[src/rtl/bol_pkg.sv]
// Shared definitions for the bounded ordered list block.
// Defines the field widths, operation and status codes and the sequencer states.
// It has no dependencies.
package bol_pkg;

    localparam int DEPTH_DEF      = 64;
    localparam int DATA_WIDTH_DEF = 32;

    localparam int OP_W    = 3;
    localparam int VALUE_W = 32;
    localparam int POS_W   = 6;
    localparam int IDX_W   = 7;
    localparam int CNT_W   = 7;
    localparam int STAT_W  = 3;

    localparam int S_TDATA_W = 40;
    localparam int M_TDATA_W = 48;

    localparam logic [OP_W-1:0] OP_INSERT       = 3'd0;
    localparam logic [OP_W-1:0] OP_REMOVE_FRONT = 3'd1;
    localparam logic [OP_W-1:0] OP_FIND         = 3'd2;
    localparam logic [OP_W-1:0] OP_REMOVE_VALUE = 3'd3;
    localparam logic [OP_W-1:0] OP_DELETE_POS   = 3'd4;

    localparam logic [STAT_W-1:0] STAT_OK       = 3'd0;
    localparam logic [STAT_W-1:0] STAT_EMPTY    = 3'd1;
    localparam logic [STAT_W-1:0] STAT_FULL     = 3'd2;
    localparam logic [STAT_W-1:0] STAT_NOTFOUND = 3'd3;
    localparam logic [STAT_W-1:0] STAT_BADPOS   = 3'd4;

    // found_index when nothing matched (-1 in seven bits)
    localparam logic [IDX_W-1:0] IDX_NONE = 7'h7F;

    typedef enum logic [2:0] {
        S_IDLE,
        S_READ_AT,
        S_SCAN,
        S_SHIFT,
        S_RESULT
    } state_t;

endpackage

[src/rtl/bol_ram.sv]
// Generic simple dual-port RAM: one write port, one read port, registered read.
// No dependencies.
module bol_ram #(
    parameter int WIDTH = 32,
    parameter int DEPTH = 64
) (
    input  logic                                  clk,
    input  logic                                  we,
    input  logic [((DEPTH > 1) ? $clog2(DEPTH) : 1)-1:0] waddr,
    input  logic [WIDTH-1:0]                      wdata,
    input  logic                                  re,
    input  logic [((DEPTH > 1) ? $clog2(DEPTH) : 1)-1:0] raddr,
    output logic [WIDTH-1:0]                      rdata
);

    logic [WIDTH-1:0] mem [DEPTH];
    logic [WIDTH-1:0] rdata_reg;

    always_ff @(posedge clk)
    begin
        if (we)
        begin
            mem[waddr] <= wdata;
        end
        if (re)
        begin
            rdata_reg <= mem[raddr];
        end
    end

    assign rdata = rdata_reg;

endmodule

[src/rtl/bol_agen.sv]
// Address generator: maps a list position onto a physical RAM address
// of the circular store, wrapping at DEPTH. No dependencies.
module bol_agen #(
    parameter int DEPTH = 64
) (
    input  logic [((DEPTH > 1) ? $clog2(DEPTH) : 1)-1:0] base,
    input  logic [$clog2(DEPTH + 1)-1:0]                 offset,
    output logic [((DEPTH > 1) ? $clog2(DEPTH) : 1)-1:0] addr
);

    localparam int AW = (DEPTH > 1) ? $clog2(DEPTH) : 1;
    localparam int CW = $clog2(DEPTH + 1);
    localparam int SW = ((AW > CW) ? AW : CW) + 1;

    logic [SW-1:0] sum;
    logic [SW-1:0] wrapped;

    // base and offset are both below DEPTH, so one subtract folds the sum
    assign sum     = SW'(base) + SW'(offset);
    assign wrapped = (sum >= SW'(DEPTH)) ? (sum - SW'(DEPTH)) : sum;
    assign addr    = wrapped[AW-1:0];

endmodule

[src/rtl/bounded_ordered_list.sv]
// Top level of the bounded ordered list block.
// Depends on bol_pkg, bol_ram (entry store) and bol_agen (position to address).
//
// Request channel s_*: s_tuser carries the operation code, s_tdata the value and the
//   position. s_tready is high only while the sequencer is idle: one request at a time.
// Result channel m_*: one result transaction per request with the value taken out, the
//   first matching position, the entry count after the request, and the status in m_tuser.
// The list lives in a circular RAM with a head pointer, so insert and remove at the front
//   never move entries. Find walks the entries one per cycle through the shared compare;
//   removal from the middle closes the gap one moved entry per cycle.
// Steps per request: insert, error cases and unused codes go straight to the result;
//   remove front first reads the front entry; find scans the entries up to the first match;
//   remove value scans to the match, then moves each later entry down; delete position
//   reads the entry at that position, then moves each later entry down. One RAM read port.
// Overlap: the next request is taken at the edge its predecessor's result is, while
//   m_tready stays high; a request is not taken while another is in the sequencer.
// Reset clears the count and head pointer: the list is empty at once; the RAM is not
//   cleared (only positions below the count are ever read).
// Stall: a result waits in the output register while m_tready is low; a new request is
//   accepted meanwhile and its result holds in the sequencer until the register frees.
module bounded_ordered_list #(
    parameter int DEPTH      = bol_pkg::DEPTH_DEF,
    parameter int DATA_WIDTH = bol_pkg::DATA_WIDTH_DEF
) (
    input  logic                           clk,
    input  logic                           rst_n,
    input  logic                           s_tvalid,
    output logic                           s_tready,
    input  logic [bol_pkg::S_TDATA_W-1:0]  s_tdata,  // value[31:0], position[37:32], zero[39:38]
    input  logic [bol_pkg::OP_W-1:0]       s_tuser,  // op[2:0]
    output logic                           m_tvalid,
    input  logic                           m_tready,
    output logic [bol_pkg::M_TDATA_W-1:0]  m_tdata,  // result_value[31:0], found_index[38:32],
                                                     // count[45:39], zero[47:46]
    output logic [bol_pkg::STAT_W-1:0]     m_tuser   // status[2:0]
);

    import bol_pkg::*;

    localparam int AW = (DEPTH > 1) ? $clog2(DEPTH) : 1;
    localparam int CW = $clog2(DEPTH + 1);
    localparam int PW = (CW > POS_W) ? CW : POS_W;

    // request fields
    logic signed [VALUE_W-1:0] in_value;
    logic [POS_W-1:0]          in_pos;
    logic [OP_W-1:0]           in_op;

    assign in_value = s_tdata[VALUE_W-1:0];
    assign in_pos   = s_tdata[VALUE_W+POS_W-1:VALUE_W];
    assign in_op    = s_tuser;

    // sequencer and working registers
    state_t state_reg, state_next;

    logic [AW-1:0]         head_reg, head_next;
    logic [CW-1:0]         count_reg, count_next;
    logic [OP_W-1:0]       op_reg, op_next;
    logic [DATA_WIDTH-1:0] key_reg, key_next;
    logic [VALUE_W-1:0]    rv_reg, rv_next;
    logic [IDX_W-1:0]      fi_reg, fi_next;
    logic [STAT_W-1:0]     st_reg, st_next;
    logic [CW-1:0]         rd_idx_reg, rd_idx_next;    // next list position to read
    logic [CW-1:0]         cmp_idx_reg, cmp_idx_next;  // position of the data now on rdata
    logic                  rd_pend_reg, rd_pend_next;  // rdata holds a fresh read
    logic [AW-1:0]         rd_addr_q_reg, rd_addr_q_next;
    logic [AW-1:0]         dst_reg, dst_next;          // slot that takes the next moved entry

    // output register
    logic                  m_tvalid_reg, m_tvalid_next;
    logic [VALUE_W-1:0]    m_value_reg, m_value_next;
    logic [IDX_W-1:0]      m_index_reg, m_index_next;
    logic [CNT_W-1:0]      m_count_reg, m_count_next;
    logic [STAT_W-1:0]     m_status_reg, m_status_next;

    // RAM and address generator
    logic                  ram_we;
    logic [AW-1:0]         ram_waddr;
    logic [DATA_WIDTH-1:0] ram_wdata;
    logic                  ram_re;
    logic [AW-1:0]         ram_raddr;
    logic [DATA_WIDTH-1:0] ram_rdata;
    logic [CW-1:0]         agen_idx;

    // status terms
    logic accept;
    logic is_empty;
    logic is_full;
    logic pos_bad;
    logic hit;
    logic more;
    logic out_free;
    logic [AW-1:0] head_m1;
    logic [AW-1:0] head_p1;

    assign s_tready = (state_reg == S_IDLE);
    assign accept   = s_tvalid && s_tready;
    assign is_empty = (count_reg == '0);
    assign is_full  = (count_reg == CW'(DEPTH));
    assign pos_bad  = (PW'(in_pos) >= PW'(count_reg));
    // the shared compare: stored entry against the search key
    assign hit      = rd_pend_reg && (ram_rdata == key_reg);
    assign more     = (rd_idx_reg < count_reg);
    assign out_free = !m_tvalid_reg || m_tready;

    assign head_m1 = (head_reg == '0) ? AW'(DEPTH - 1) : (head_reg - AW'(1));
    assign head_p1 = (head_reg == AW'(DEPTH - 1)) ? '0 : (head_reg + AW'(1));

    // read position: at accept the requested one for delete position, else the front; later the walk pointer
    assign agen_idx = (state_reg == S_IDLE)
                    ? ((in_op == OP_DELETE_POS) ? CW'(in_pos) : '0)
                    : rd_idx_reg;

    bol_agen #(
        .DEPTH (DEPTH)
    ) u_agen (
        .base   (head_reg),
        .offset (agen_idx),
        .addr   (ram_raddr)
    );

    bol_ram #(
        .WIDTH (DATA_WIDTH),
        .DEPTH (DEPTH)
    ) u_ram (
        .clk   (clk),
        .we    (ram_we),
        .waddr (ram_waddr),
        .wdata (ram_wdata),
        .re    (ram_re),
        .raddr (ram_raddr),
        .rdata (ram_rdata)
    );

    // next state
    always_comb
    begin
        state_next = state_reg;
        case (state_reg)
            S_IDLE:
            begin
                if (accept)
                begin
                    case (in_op)
                        OP_INSERT:
                        begin
                            state_next = S_RESULT;
                        end
                        OP_REMOVE_FRONT:
                        begin
                            state_next = is_empty ? S_RESULT : S_READ_AT;
                        end
                        OP_FIND, OP_REMOVE_VALUE:
                        begin
                            state_next = is_empty ? S_RESULT : S_SCAN;
                        end
                        OP_DELETE_POS:
                        begin
                            state_next = (is_empty || pos_bad) ? S_RESULT : S_READ_AT;
                        end
                        default:
                        begin
                            state_next = S_RESULT;
                        end
                    endcase
                end
            end
            S_READ_AT:
            begin
                state_next = (op_reg == OP_REMOVE_FRONT) ? S_RESULT : S_SHIFT;
            end
            S_SCAN:
            begin
                if (hit)
                begin
                    state_next = (op_reg == OP_FIND) ? S_RESULT : S_SHIFT;
                end
                else if (!more)
                begin
                    state_next = S_RESULT;
                end
            end
            S_SHIFT:
            begin
                if (!rd_pend_reg && !more)
                begin
                    state_next = S_RESULT;
                end
            end
            S_RESULT:
            begin
                if (out_free)
                begin
                    state_next = S_IDLE;
                end
            end
            default:
            begin
                state_next = S_IDLE;
            end
        endcase
    end

    // datapath and RAM control
    always_comb
    begin
        head_next      = head_reg;
        count_next     = count_reg;
        op_next        = op_reg;
        key_next       = key_reg;
        rv_next        = rv_reg;
        fi_next        = fi_reg;
        st_next        = st_reg;
        rd_idx_next    = rd_idx_reg;
        cmp_idx_next   = cmp_idx_reg;
        rd_pend_next   = rd_pend_reg;
        rd_addr_q_next = rd_addr_q_reg;
        dst_next       = dst_reg;

        m_tvalid_next  = m_tvalid_reg && !m_tready;
        m_value_next   = m_value_reg;
        m_index_next   = m_index_reg;
        m_count_next   = m_count_reg;
        m_status_next  = m_status_reg;

        ram_we    = 1'b0;
        ram_waddr = dst_reg;
        ram_wdata = ram_rdata;
        ram_re    = 1'b0;

        case (state_reg)
            S_IDLE:
            begin
                if (accept)
                begin
                    op_next      = in_op;
                    key_next     = DATA_WIDTH'(in_value);
                    rv_next      = '0;
                    fi_next      = IDX_NONE;
                    st_next      = STAT_OK;
                    rd_pend_next = 1'b0;
                    rd_idx_next  = '0;
                    case (in_op)
                        OP_INSERT:
                        begin
                            if (is_full)
                            begin
                                st_next = STAT_FULL;
                            end
                            else
                            begin
                                ram_we     = 1'b1;
                                ram_waddr  = head_m1;
                                ram_wdata  = DATA_WIDTH'(in_value);
                                head_next  = head_m1;
                                count_next = count_reg + CW'(1);
                            end
                        end
                        OP_REMOVE_FRONT:
                        begin
                            if (is_empty)
                            begin
                                st_next = STAT_EMPTY;
                            end
                            else
                            begin
                                ram_re = 1'b1;
                            end
                        end
                        OP_FIND, OP_REMOVE_VALUE:
                        begin
                            if (is_empty)
                            begin
                                st_next = STAT_EMPTY;
                            end
                        end
                        OP_DELETE_POS:
                        begin
                            if (is_empty)
                            begin
                                st_next = STAT_EMPTY;
                            end
                            else if (pos_bad)
                            begin
                                st_next = STAT_BADPOS;
                            end
                            else
                            begin
                                ram_re         = 1'b1;
                                rd_addr_q_next = ram_raddr;
                                rd_idx_next    = CW'(in_pos) + CW'(1);
                            end
                        end
                        default:
                        begin
                            st_next = STAT_OK;
                        end
                    endcase
                end
            end
            S_READ_AT:
            begin
                rv_next = VALUE_W'(ram_rdata);
                if (op_reg == OP_REMOVE_FRONT)
                begin
                    // drop the front by advancing the head
                    head_next  = head_p1;
                    count_next = count_reg - CW'(1);
                end
                else
                begin
                    dst_next     = rd_addr_q_reg;
                    rd_pend_next = 1'b0;
                end
            end
            S_SCAN:
            begin
                if (hit)
                begin
                    fi_next = IDX_W'(cmp_idx_reg);
                    if (op_reg == OP_REMOVE_VALUE)
                    begin
                        rv_next      = VALUE_W'(ram_rdata);
                        dst_next     = rd_addr_q_reg;
                        rd_idx_next  = cmp_idx_reg + CW'(1);
                        rd_pend_next = 1'b0;
                    end
                end
                else if (more)
                begin
                    ram_re         = 1'b1;
                    rd_addr_q_next = ram_raddr;
                    cmp_idx_next   = rd_idx_reg;
                    rd_idx_next    = rd_idx_reg + CW'(1);
                    rd_pend_next   = 1'b1;
                end
                else
                begin
                    st_next      = STAT_NOTFOUND;
                    rd_pend_next = 1'b0;
                end
            end
            S_SHIFT:
            begin
                // move the entry read last cycle down one slot
                if (rd_pend_reg)
                begin
                    ram_we   = 1'b1;
                    dst_next = rd_addr_q_reg;
                end
                if (more)
                begin
                    ram_re         = 1'b1;
                    rd_addr_q_next = ram_raddr;
                    rd_idx_next    = rd_idx_reg + CW'(1);
                    rd_pend_next   = 1'b1;
                end
                else
                begin
                    rd_pend_next = 1'b0;
                    if (!rd_pend_reg)
                    begin
                        count_next = count_reg - CW'(1);
                    end
                end
            end
            S_RESULT:
            begin
                if (out_free)
                begin
                    m_tvalid_next = 1'b1;
                    m_value_next  = rv_reg;
                    m_index_next  = fi_reg;
                    m_count_next  = CNT_W'(count_reg);
                    m_status_next = st_reg;
                end
            end
            default:
            begin
                rd_pend_next = 1'b0;
            end
        endcase
    end

    // control registers
    always_ff @(posedge clk or negedge rst_n)
    begin
        if (!rst_n)
        begin
            state_reg    <= S_IDLE;
            head_reg     <= '0;
            count_reg    <= '0;
            rd_pend_reg  <= 1'b0;
            m_tvalid_reg <= 1'b0;
        end
        else
        begin
            state_reg    <= state_next;
            head_reg     <= head_next;
            count_reg    <= count_next;
            rd_pend_reg  <= rd_pend_next;
            m_tvalid_reg <= m_tvalid_next;
        end
    end

    // payload registers
    always_ff @(posedge clk)
    begin
        op_reg        <= op_next;
        key_reg       <= key_next;
        rv_reg        <= rv_next;
        fi_reg        <= fi_next;
        st_reg        <= st_next;
        rd_idx_reg    <= rd_idx_next;
        cmp_idx_reg   <= cmp_idx_next;
        rd_addr_q_reg <= rd_addr_q_next;
        dst_reg       <= dst_next;
        m_value_reg   <= m_value_next;
        m_index_reg   <= m_index_next;
        m_count_reg   <= m_count_next;
        m_status_reg  <= m_status_next;
    end

    assign m_tvalid = m_tvalid_reg;
    assign m_tdata  = {{(M_TDATA_W - VALUE_W - IDX_W - CNT_W){1'b0}},
                       m_count_reg, m_index_reg, m_value_reg};
    assign m_tuser  = m_status_reg;

    // the count never runs past the capacity
    a_count_bound: assert property (@(posedge clk) disable iff (!rst_n)
        count_reg <= CW'(DEPTH))
        else $error("entry count beyond capacity");

    // the count moves by at most one per cycle
    a_count_step: assert property (@(posedge clk) disable iff (!rst_n)
        (count_reg != $past(count_reg)) |->
            ((count_reg == $past(count_reg) + CW'(1)) ||
             (count_reg + CW'(1) == $past(count_reg))))
        else $error("entry count jumped");

    // a move never reads the slot it writes in the same cycle
    a_ram_ports: assert property (@(posedge clk) disable iff (!rst_n)
        (ram_we && ram_re) |-> (ram_waddr != ram_raddr))
        else $error("RAM read and write collide");

    // a full status only reports a full list
    a_full_status: assert property (@(posedge clk) disable iff (!rst_n)
        (m_tvalid_reg && (m_status_reg == STAT_FULL)) |-> (m_count_reg == CNT_W'(DEPTH)))
        else $error("full status with room left");

endmodule
[config.mk]
export PLATFORM = sky130hd
export DESIGN_NAME = bounded_ordered_list
export DESIGN_NICKNAME = d
export VERILOG_FILES = /design/src/rtl/bol_pkg.sv /design/src/rtl/bol_ram.sv /design/src/rtl/bol_agen.sv /design/src/rtl/bounded_ordered_list.sv
export SDC_FILE = /design/constraint.sdc
export NUM_CORES = 2
export LEC_CHECK = 0
export CAP_MARGIN = 20
export CORE_ASPECT_RATIO = 0.5
export CORE_MARGIN = 2
export CORE_UTILIZATION = 40
export CTS_CLUSTER_SIZE = 14
export DETAILED_ROUTE_END_ITERATION = 10
export DONT_BUFFER_PORTS = 1
export PLACE_DENSITY = 0.62
export SKIP_CTS_REPAIR_TIMING = 1
export SYNTH_ARGS = -nofsm -noshare
export SYNTH_HDL_FRONTEND = slang
export SYNTH_SLANG_ARGS = --single-unit
[constraint.sdc]
create_clock -name clk -period 8.25 [get_ports clk]
set_input_delay 1.65 -clock clk [delete_from_list [all_inputs] [get_ports clk]]
set_output_delay 1.65 -clock clk [all_outputs]
set_load 0.01 [all_outputs]
==> results_dict.tcl <==
set metrics [dict create \
    run_status "finished, final reports clean" \
    track_usage 0.1898 \
    setup_viol_count_final 0 \
    cp-start-kind "flop" \
    cp.required_ns 8.84 \
    areaGrowthSynthToFinish_pct 12.50 \
    initialDrtViolationCount 5211 \
    r2r-start "state_reg[2]" \
    netlist_instances 4355 \
    synth-warning-count 0 \
    clk_pin_slew_ns 0.07 \
    holdWs_ns 0.4160 \
    final_hold_viol_count 0 \
    gr-total-overflow 0 \
    synth_area_leader_cell "edfxtp_1" \
    vias 43040 \
    synth.cell_area_um2 87770 \
    clk_latency_ns 0.85 \
    ioPinCount 100 \
    drc 0 \
    fmaxAchievable_mhz 174.2 \
    dp_hpwl_um 121200 \
    synth_common_cells "edfxtp_1 (2232), mux4_2 (512), nand2_1 (465)" \
    met1_length_um 86490 \
    cts_tree "yes" \
    cp-end-kind "flop" \
    drt_first_pass_iters 6 \
    vias_per_cell 5.696 \
    fin_crit_ns 5.741 \
    crit_type "flop to flop" \
    die_w_um 666.5 \
    utilization 0.4532 \
    max_stage_delay_ns 1.31 \
    num_rows 121 \
    htree_levels 4 \
    path_delay_family "adder cells" \
    met2_length_um 106400 \
    reg2reg_depth 10 \
    finalWorstSetupSlack_ns 2.509 \
    hp-class "flop to flop" \
    rr_endpoint "u_ram.rdata[12]" \
    crit_arrival_ns 6.33 \
    drive_gt1_frac 0.2260 \
    ys_seq_elements 2250 \
    start_util 0.4029 \
    grt_setup_unrepaired "no" \
    io_buffers 0 \
    top_layer "met5" \
    yosysTopAreaCellShare 0.7637 \
    slew_violations 0 \
    clock_path_buffers 3 \
    fin_nets 4578 \
    largest_reg_flops 2048 \
    route.met3.wl_um 15750 \
    cts_buffers 201 \
    die_area_um2 223400 \
    critical_path.most_common_cell "mux2i_1" \
    cp_max_fo 29 \
    top_register "u_ram.mem" \
    tns_ns 0 \
    clock_skew_ns 0.02988 \
    grt_max_degree 90 \
    fillers 17970 \
    place.gp.congestion 0.8508 \
    relSlewSlack 0.07664 \
    wire_per_inst_um 28.33 \
    ant_nets 0 \
    yosys-top-cells-area "edfxtp_1 (76%), mux4_2 (13%), nand2_1 (2.0%)" \
    wirelength_um 214000 \
    synth_area_per_cell_um2 20.15 \
    synthArstFlopShare 0.008000 \
    period_share 0.6959 \
    first_global_vias 43610 \
    synth_cell_types 79 \
    die_h_um 335.2 \
    synth_edf_count 2232 \
    r2r_setup_slack_ns 2.51 \
    cp_slowest_cell "fa_4" \
    path_cells "or3_1 > a22o_1 > ha_4 > fa_4 > buf_4 > mux4_2 > mux2i_1 > a32oi_1 > o221ai_1 > mux2i_1" \
    ys.flop_type "edfxtp_1" \
    whs_path_depth 0 \
    antenna_found_initial 9 \
    min_to "dst_reg[2]" \
    min_from "rd_addr_q_reg[2]" \
    coreArea_um2 217900 \
    cts-root-buf "clkbuf_16" \
    post-place-ws_ns 1.863 \
    clkSinkCount 2250 \
    crit_buf_inv 1 \
    max-cap-violations 0 \
    synthMostInstantiatedCell "edfxtp_1" \
    grt_pass1_wl_um 306300 \
    worst_slew_pin_slew_ns 1.373 \
    synth_seq_area_share 0.7688 \
]
## layout by cell type, fill, tap and decap left out, types with 36 or more instances in the layout
master	netlist	final
o221ai_1	72	72
a32oi_1	65	65
nor2_4	1	66
clkinv_1	0	52
buf_4	2	142
mux2i_1	100	100
nor2_1	278	212
nand2_2	3	36
nor2b_1	38	38
mux4_2	512	512
nand2_1	465	432
clkbuf_1	124	68
clkbuf_16	0	208
edfxtp_1	2232	2232
## through the flow
step	area, um^2	std cells
6_report	98740	7555
5_1_grt	98740	7555
4_1_cts	98720	7551
3_5_place_dp	92630	7185
3_3_place_gp	92520	7180
2_1_floorplan	87770	4356
## area by class of cell
type,instances,area [um^2],area share
diodes,1,2.502,0.00002534
flip-flops and latches,2250,67470,0.6833
clock buffers,276,5460,0.05530
inverters,22,90.09,0.0009123
clock inverters,90,628.1,0.006361
repair buffers,167,1541,0.01561
multi-input cells,1859,19930,0.2018
well taps,2890,3616,0.03662
## per-layer routing
| metal | global-route usage | up-vias |
|---|---|---|
| met5 | 0 | - |
| met4 | 0.05493 | 2 |
| met3 | 0.03205 | 303 |
| met2 | 0.3190 | 1653 |
| met1 | 0.2557 | 23060 |
| li1 | - | 18020 |
## logic make-up (layout without fill, tap and decap cells)
| family | Yosys count | count (layout) | synth area share |
|---|---|---|---|
| xor+xnor | 59 | 59 | 0.005973 |
| buf+inv | 247 | 555 | 0.01170 |
| compound gates | 249 | 249 | 0.02230 |
| fa+ha+maj | 30 | 30 | 0.004448 |
| flops | 2250 | 2250 | 0.7688 |
| mux | 617 | 617 | 0.1435 |
| simple gates | 902 | 902 | 0.04324 |
| other cells | 1 | 3 | 0.00004273 |
## how the worst max path moves through the flow
stage | end | depth (start not counted) | from
after detailed placement | u_ram.rdata[15] | 11 | s_tuser[2]
after floorplan | u_ram.rdata[0] | 6 | s_tdata[37]
after global placement | u_ram.rdata[12] | 11 | s_tuser[2]
final | u_ram.rdata[12] | 10 | state_reg[2]
after global routing | u_ram.rdata[21] | 11 | state_reg[2]
after CTS | u_ram.rdata[15] | 10 | state_reg[2]
Power is not shown: default switching activity piles up to over one toggle a cycle in this logic, so the estimate is an artifact.
